## src/ple_pkg.sv

```systemverilog
// ----------------------------------------------------------------------------
// ple_pkg
// Types and constants for the positional list engine.
// ----------------------------------------------------------------------------
package ple_pkg;

  localparam int unsigned DEPTH = 16;
  localparam int unsigned AddrW = $clog2(DEPTH);
  localparam int unsigned CntW  = $clog2(DEPTH + 1);
  localparam int unsigned DataW = 32;

  typedef enum logic [1:0] {
    OP_INSERT = 2'd0,
    OP_REMOVE = 2'd1,
    OP_FIND   = 2'd2
  } op_e;

  typedef enum logic [1:0] {
    STAT_OK        = 2'd0,
    STAT_BAD_POS   = 2'd1,
    STAT_FULL      = 2'd2,
    STAT_NOT_FOUND = 2'd3
  } status_e;

  typedef enum logic [2:0] {
    ST_IDLE,
    ST_SHIFT_UP,
    ST_INS_WR,
    ST_SHIFT_DN,
    ST_FIND
  } state_e;

  typedef struct packed {
    op_e                op;
    logic signed [31:0] value;
    logic [4:0]         position;
  } req_t;

  typedef struct packed {
    status_e    status;
    logic [3:0] found_position;
    logic [4:0] count;
  } res_t;

  typedef struct packed {
    logic             we;
    logic [AddrW-1:0] waddr;
    logic [DataW-1:0] wdata;
    logic             re;
    logic [AddrW-1:0] raddr;
  } mem_req_t;

endpackage

```

## src/ple_ram.sv

```systemverilog
// ----------------------------------------------------------------------------
// ple_ram
// Simple dual-port RAM: one write port, one read port, registered read data.
// ----------------------------------------------------------------------------
module ple_ram #(
  parameter int unsigned Depth = 16,
  parameter int unsigned Width = 32
) (
  input  logic                     clk_i,
  input  logic                     we_i,
  input  logic [$clog2(Depth)-1:0] waddr_i,
  input  logic [Width-1:0]         wdata_i,
  input  logic                     re_i,
  input  logic [$clog2(Depth)-1:0] raddr_i,
  output logic [Width-1:0]         rdata_o
);

  logic [Width-1:0] mem_q [Depth];

  always_ff @(posedge clk_i) begin
    if (we_i) begin
      mem_q[waddr_i] <= wdata_i;
    end
  end

  always_ff @(posedge clk_i) begin
    if (re_i) begin
      rdata_o <= mem_q[raddr_i];
    end
  end

endmodule

```

## src/ple_ctrl.sv

```systemverilog
// ----------------------------------------------------------------------------
// ple_ctrl
// Sequencer for insert, remove and find; walks the entry RAM one slot a cycle
// and holds the result register.
// ----------------------------------------------------------------------------
module ple_ctrl import ple_pkg::*; (
  input  logic             clk_i,
  input  logic             rst_ni,
  input  logic             in_valid_i,
  output logic             in_stall_o,
  input  req_t             in_req_i,
  output logic             out_valid_o,
  input  logic             out_stall_i,
  output res_t             out_res_o,
  output mem_req_t         mem_o,
  input  logic [DataW-1:0] rdata_i
);

  state_e           state_q, state_d;
  logic [CntW-1:0]  cnt_q, cnt_d;
  logic [AddrW-1:0] addr_q, addr_d;
  logic [AddrW-1:0] pos_q, pos_d;
  logic [DataW-1:0] val_q, val_d;
  res_t             res_q, res_d;
  logic             out_valid_q, out_valid_d;

  logic [CntW-1:0]  cnt_m1;
  logic [AddrW-1:0] last_idx;
  logic [CntW-1:0]  pos_p1;

  assign cnt_m1   = cnt_q - CntW'(1);
  assign last_idx = cnt_m1[AddrW-1:0];
  assign pos_p1   = in_req_i.position + CntW'(1);

  assign in_stall_o  = (state_q != ST_IDLE) || out_valid_q;
  assign out_valid_o = out_valid_q;
  assign out_res_o   = res_q;

  always_ff @(posedge clk_i or negedge rst_ni) begin
    if (!rst_ni) begin
      state_q     <= ST_IDLE;
      cnt_q       <= '0;
      out_valid_q <= 1'b0;
    end else begin
      state_q     <= state_d;
      cnt_q       <= cnt_d;
      out_valid_q <= out_valid_d;
    end
  end

  always_ff @(posedge clk_i) begin
    addr_q <= addr_d;
    pos_q  <= pos_d;
    val_q  <= val_d;
    res_q  <= res_d;
  end

  always_comb begin
    state_d     = state_q;
    cnt_d       = cnt_q;
    addr_d      = addr_q;
    pos_d       = pos_q;
    val_d       = val_q;
    res_d       = res_q;
    out_valid_d = out_valid_q && out_stall_i;
    mem_o       = '0;

    unique case (state_q)
      ST_IDLE: begin
        if (in_valid_i && !out_valid_q) begin
          val_d       = in_req_i.value;
          pos_d       = in_req_i.position[AddrW-1:0];
          out_valid_d = 1'b1;
          res_d       = '{status: STAT_OK, found_position: '0, count: cnt_q};
          case (in_req_i.op)
            OP_INSERT: begin
              if (in_req_i.position > cnt_q) begin
                res_d.status = STAT_BAD_POS;
              end else if (cnt_q == CntW'(DEPTH)) begin
                res_d.status = STAT_FULL;
              end else if (in_req_i.position == cnt_q) begin
                mem_o.we    = 1'b1;
                mem_o.waddr = in_req_i.position[AddrW-1:0];
                mem_o.wdata = in_req_i.value;
                cnt_d       = cnt_q + CntW'(1);
                res_d.count = cnt_d;
              end else begin
                out_valid_d = 1'b0;
                mem_o.re    = 1'b1;
                mem_o.raddr = last_idx;
                addr_d      = last_idx;
                state_d     = ST_SHIFT_UP;
              end
            end
            OP_REMOVE: begin
              if (in_req_i.position >= cnt_q) begin
                res_d.status = STAT_BAD_POS;
              end else if (pos_p1 == cnt_q) begin
                cnt_d       = cnt_m1;
                res_d.count = cnt_m1;
              end else begin
                out_valid_d = 1'b0;
                mem_o.re    = 1'b1;
                mem_o.raddr = pos_p1[AddrW-1:0];
                addr_d      = pos_p1[AddrW-1:0];
                state_d     = ST_SHIFT_DN;
              end
            end
            OP_FIND: begin
              if (cnt_q == '0) begin
                res_d.status = STAT_NOT_FOUND;
              end else begin
                out_valid_d = 1'b0;
                mem_o.re    = 1'b1;
                mem_o.raddr = '0;
                addr_d      = '0;
                state_d     = ST_FIND;
              end
            end
            default: ;
          endcase
        end
      end
      ST_SHIFT_UP: begin
        mem_o.we    = 1'b1;
        mem_o.waddr = addr_q + AddrW'(1);
        mem_o.wdata = rdata_i;
        if (addr_q == pos_q) begin
          state_d = ST_INS_WR;
        end else begin
          mem_o.re    = 1'b1;
          mem_o.raddr = addr_q - AddrW'(1);
          addr_d      = addr_q - AddrW'(1);
        end
      end
      ST_INS_WR: begin
        mem_o.we    = 1'b1;
        mem_o.waddr = pos_q;
        mem_o.wdata = val_q;
        cnt_d       = cnt_q + CntW'(1);
        res_d       = '{status: STAT_OK, found_position: '0, count: cnt_d};
        out_valid_d = 1'b1;
        state_d     = ST_IDLE;
      end
      ST_SHIFT_DN: begin
        mem_o.we    = 1'b1;
        mem_o.waddr = addr_q - AddrW'(1);
        mem_o.wdata = rdata_i;
        if (addr_q == last_idx) begin
          cnt_d       = cnt_m1;
          res_d       = '{status: STAT_OK, found_position: '0, count: cnt_m1};
          out_valid_d = 1'b1;
          state_d     = ST_IDLE;
        end else begin
          mem_o.re    = 1'b1;
          mem_o.raddr = addr_q + AddrW'(1);
          addr_d      = addr_q + AddrW'(1);
        end
      end
      ST_FIND: begin
        if (rdata_i == val_q) begin
          res_d       = '{status: STAT_OK, found_position: addr_q, count: cnt_q};
          out_valid_d = 1'b1;
          state_d     = ST_IDLE;
        end else if (addr_q == last_idx) begin
          res_d       = '{status: STAT_NOT_FOUND, found_position: '0, count: cnt_q};
          out_valid_d = 1'b1;
          state_d     = ST_IDLE;
        end else begin
          mem_o.re    = 1'b1;
          mem_o.raddr = addr_q + AddrW'(1);
          addr_d      = addr_q + AddrW'(1);
        end
      end
      default: state_d = ST_IDLE;
    endcase
  end

endmodule

```

## src/positional_list_engine_unit.sv

```systemverilog
// ----------------------------------------------------------------------------
// positional_list_engine_unit
// Bounded ordered list of signed 32-bit values with insert, remove and find.
// ----------------------------------------------------------------------------
// Entries live in a 16-entry RAM with one write and one registered read port;
// the sequencer moves one entry per cycle. Insert at p into n entries moves
// entries n-1..p up a slot, then writes the value at p (at once if p == n);
// remove at p moves entries above p down a slot (if p is the last, only the
// count drops); find compares from entry 0 to a match or the last. Rejected
// requests and unused op codes are answered from idle. The result is held in
// an output register; a new request is taken once that register is empty. No
// clearing is needed after reset: only entries below the count are ever read.
module positional_list_engine_unit import ple_pkg::*; (
  input  logic clk_i,
  input  logic rst_ni,
  input  logic in_valid_i,
  output logic in_stall_o,
  input  req_t in_req_i,
  output logic out_valid_o,
  input  logic out_stall_i,
  output res_t out_res_o
);

  mem_req_t         mem_req;
  logic [DataW-1:0] rdata;

  ple_ctrl u_ctrl (
    .clk_i      (clk_i),
    .rst_ni     (rst_ni),
    .in_valid_i (in_valid_i),
    .in_stall_o (in_stall_o),
    .in_req_i   (in_req_i),
    .out_valid_o(out_valid_o),
    .out_stall_i(out_stall_i),
    .out_res_o  (out_res_o),
    .mem_o      (mem_req),
    .rdata_i    (rdata)
  );

  ple_ram #(
    .Depth(DEPTH),
    .Width(DataW)
  ) u_ram (
    .clk_i  (clk_i),
    .we_i   (mem_req.we),
    .waddr_i(mem_req.waddr),
    .wdata_i(mem_req.wdata),
    .re_i   (mem_req.re),
    .raddr_i(mem_req.raddr),
    .rdata_o(rdata)
  );

endmodule

```

## config.mk

```make
export PLATFORM = sky130hd
export DESIGN_NAME = positional_list_engine_unit
export DESIGN_NICKNAME = d
export VERILOG_FILES = /design/src/ple_pkg.sv /design/src/ple_ram.sv /design/src/ple_ctrl.sv /design/src/positional_list_engine_unit.sv
export SDC_FILE = /design/constraint.sdc
export NUM_CORES = 1
export LEC_CHECK = 0
export BUFFER_PORTS_ARGS = -buffer_cell sky130_fd_sc_hd__buf_2
export CAP_MARGIN = 20
export CORE_MARGIN = 5
export CORE_UTILIZATION = 56
export DETAILED_ROUTE_END_ITERATION = 8
export PLACE_DENSITY = 0.72
export SLEW_MARGIN = 0
export SYNTH_ARGS = -nofsm -noshare
export SYNTH_HDL_FRONTEND = slang
export SYNTH_SLANG_ARGS = --single-unit
export TNS_END_PERCENT = 20
```

## constraint.sdc

```tcl
create_clock -name clk_i -period 3.95 [get_ports clk_i]
set_input_delay 0.395 -clock clk_i [delete_from_list [all_inputs] [get_ports clk_i]]
set_output_delay 0.395 -clock clk_i [all_outputs]
set_load 0.01 [all_outputs]
```

==> key figures <==
Run status
  – Status: complete, no violations

Global route
  – Gr usage total: 26.8%
  – First-pass GRT wire length: 101000 um
  – Largest net degree at the start of global routing: 48
  – Number of antenna violations at the first check in global routing: 0
  – Vias in the first global route: 15.9k
  – GRT overflow: 0

Yosys
  – Number of synthesized register bits: 604
  – Synth Area in XOR/XNOR: 2.21%
  – Post-Synthesis Net Count: 1673
  – Synthesized area: 0.0258 mm^2
  – Mapped Cells: 1612
  – Synth Flop Type: edfxtp_1
  – Async set-or-reset flop fraction in the synthesized netlist: 1.49%
  – Sequential share of the synthesized area: 70.0%
  – Multiplexer share of the synthesized area: 10.9%
  – EDFF count, synth: 595
  – Avg Inst Size Synth: 16.0 um^2
  – Number of warnings issued by yosys: 0
  – Main combinational cell family by area after synthesis: multiplexers
  – Adder-cell share of the synthesized area: 0.872%
  – Netlist cell types: 74
  – Post-Synth Simple-Gate Area: 5.70%
  – Compound-gate portion of the synthesized area: 7.98%

Pwr
  – Tot Pwr: 28.2 mW
  – Maximum vdd drop: 0.524 mV
  – Leakage: 10.3 nW
  – Pwr/cell area: 934 mW/mm^2

Cells and area
  – Commonest non-fill, non-tap cell in the layout: edfxtp_1
  – Fraction of final layout cells with drive strength greater than 1: 26.8%
  – # diodes: 0
  – P&R area growth vs syn: 16.7%
  – Most frequent cells in the layout: edfxtp_1, mux2_2, buf_4
  – Layout net count: 1863
  – Final core occ: 66.3%
  – Layout Cells excl Fill: 2448

STA
  – Setup TNS: 0 ns
  – Finish-stage setup viols: 0
  – Final hold viol count: 0
  – Clock Skew: 0.0426 ns
  – Unrepaired setup endpoints after global routing: no
  – Slew Limit Fails: 0
  – Tcrit/Tclk final: 95.8%
  – Fmax: 264 MHz
  – Slew HR: 29.1%
  – Slew at the pin closest to its max-slew limit: 1.06 ns
  – Min cycle time layout: 3.78 ns

CTS
  – Maximum root-to-sink buffer count: 3
  – Total setup buffers inserted after CTS: 0
  – Num CTS Buffers: 58
  – Clock latency on the worst-skew pair: 0.63 ns
  – H-tree levels: 2
  – CTS Sinks: 604
  – CTS tree: yes
  – Clk pin slew, worst setup/hold paths: 0.06 ns
  – Clock Root Buffer: clkbuf_16

Setup path
  – Crit Path Class: reg -> reg
  – CP startpoint kind: register
  – Worst-path maximum fanout: 29
  – Worst EP required: 4.31 ns
  – Crit end category: register
  – Worst EP arrival: 4.14 ns

Placement
  – Post-detail-place hpwl: 41400 um
  – RePlAce Congestion: 0.919
  – Input/output buffers: 55
  – Placed cells: 2318

Die
  – Site Rows: 78
  – Initial core utilization: 56.8%
  – Die height: 225 um
  – Die Area: 0.0505 mm^2
  – Core box area: 0.0455 mm^2
  – I/O Pins: 56
  – Die W: 225 um

Hold path
  – Worst Hold Class: in -> reg

Route
  – Drt initial violations: 1746
  – Post-Route WL: 68100 um
  – DRC viols: 0
  – Post-route ant nets: 0
  – Wirelength per Cell: 27.8 um
  – Vias per Instance: 6.44
  – DR pass1 iterations: 6
  – Via Count: 15.8k

Flow run
  – Max cap viols: 0
==> layer usage <==
metal,wire length [um],track usage [%],part of all wire [%],vias to the layer above
met4,2370,9.31,3.5,0
met5,0,0,0,-
met2,32500,43.5,48,831
li1,-,-,-,6809
met3,6250,5.38,9.2,146
met1,26900,36.6,40,7975
==> state kept, by name, indices dropped and copies added, names as in the netlist <==
register and cells:
u_ctrl.out_valid_o 1, u_ctrl.cnt_q 5, u_ram.rdata_o 32, u_ctrl.out_res_o 11
u_ctrl.pos_q 4, u_ctrl.state_q 3, u_ctrl.val_q 32, u_ctrl.addr_q 4
u_ram.mem_q 512
==> critical path: stages (launching register included) <==
cell and delay (ns):
edfxtp_1 0.40, xor2_1 0.22, nor4_1 0.47, nand4_1 0.38, o21ai_4 0.38, nor3_2 0.15
nor2_4 0.25, buf_12 0.27, buf_12 0.19, mux2_2 0.33, a22oi_1 0.27, nand4_1 0.14
==> through the flow <==
| stage | setup WS (ns) | cell area, um^2 | hold slack [ns] |
|---|---|---|---|
| after CTS | 0.108 | 30200 | 0.0000119 |
| after detailed placement | -0.128 | 28200 | 0.299 |
| after global placement | -0.0275 | 28200 | 0.293 |
| after floorplan | -0.362 | 25800 | 0.0994 |
| after global routing | 0.0455 | 30200 | 0.00261 |
| final | 0.166 | 30200 | 0.0313 |
==> layout make-up <==
type | count | area [um^2]
Sequential cell | 604 | 18100
Fill cell | 3164 | 15300
Multi-Input combinational cell | 891 | 7360
Timing Repair Buffer | 229 | 2130
Clock buffer | 77 | 1520
Tap cell | 600 | 751
Clock inverter | 29 | 233
Inverter | 18 | 67.6
==> kinds of logic (layout without fill, tap and decap cells) <==
family | after synthesis | count (layout)
AOI/OAI and AO/OA | 269 | 269
xor gates and xnor gates | 62 | 62
adders and majority gates | 18 | 18
buffers and inverters | 117 | 353
DFF | 604 | 604
muxes | 258 | 258
and+or+nand+nor | 284 | 284
==> cells in the mapped netlist, types with 18 or more instances <==
| cell | n | area [um^2] |
|---|---|---|
| nand2_1 | 46 | 173 |
| edfxtp_1 | 595 | 17900 |
| mux2_2 | 167 | 1880 |
| xnor2_1 | 19 | 166 |
| ha_1 | 18 | 225 |
| a21oi_1 | 29 | 145 |
| buf_2 | 30 | 150 |
| clkbuf_1 | 50 | 188 |
| nand4_1 | 40 | 250 |
| mux2i_1 | 65 | 651 |
| and3_1 | 38 | 238 |
| a221oi_1 | 37 | 324 |
| mux2_1 | 26 | 293 |
| o22a_1 | 32 | 280 |
| nor2_1 | 90 | 338 |
| a22oi_1 | 100 | 751 |
| xor2_1 | 41 | 359 |
==> repair_timing <==
action	4_1_cts	5_1_grt
hold endpoints to repair	32	0
hold buffers	24	0
setup endpoints to repair	26	2
gates resized for setup	1	1
==> power by group <==
group          switching [mW]  total, mW  internal [mW]  leakage, nW
sequential              0.568       10.7           10.1         5.62
combinational            7.46       12.3           4.88         3.85
clock                    2.34       5.19           2.85        0.850
total                    10.4       28.2           17.8         10.3
==> worst paths after layout <==
path,start,end,slack (ns),cells past startpoint
setup / recovery,u_ctrl.val_q[27],u_ram.rdata_o[11],0.17,11
hold / removal,in_req_i[34],u_ctrl.val_q[29],0.03,1
setup reg to reg,u_ctrl.val_q[27],u_ram.rdata_o[11],0.17,11
hold reg to reg,u_ctrl.out_valid_o,u_ctrl.out_valid_o,0.62,2
max in group asynchronous,rst_ni,u_ctrl.cnt_q[4],3.50,2
min in group asynchronous,rst_ni,u_ctrl.state_q[0],0.20,2
(Power assumes the default switching activity.)
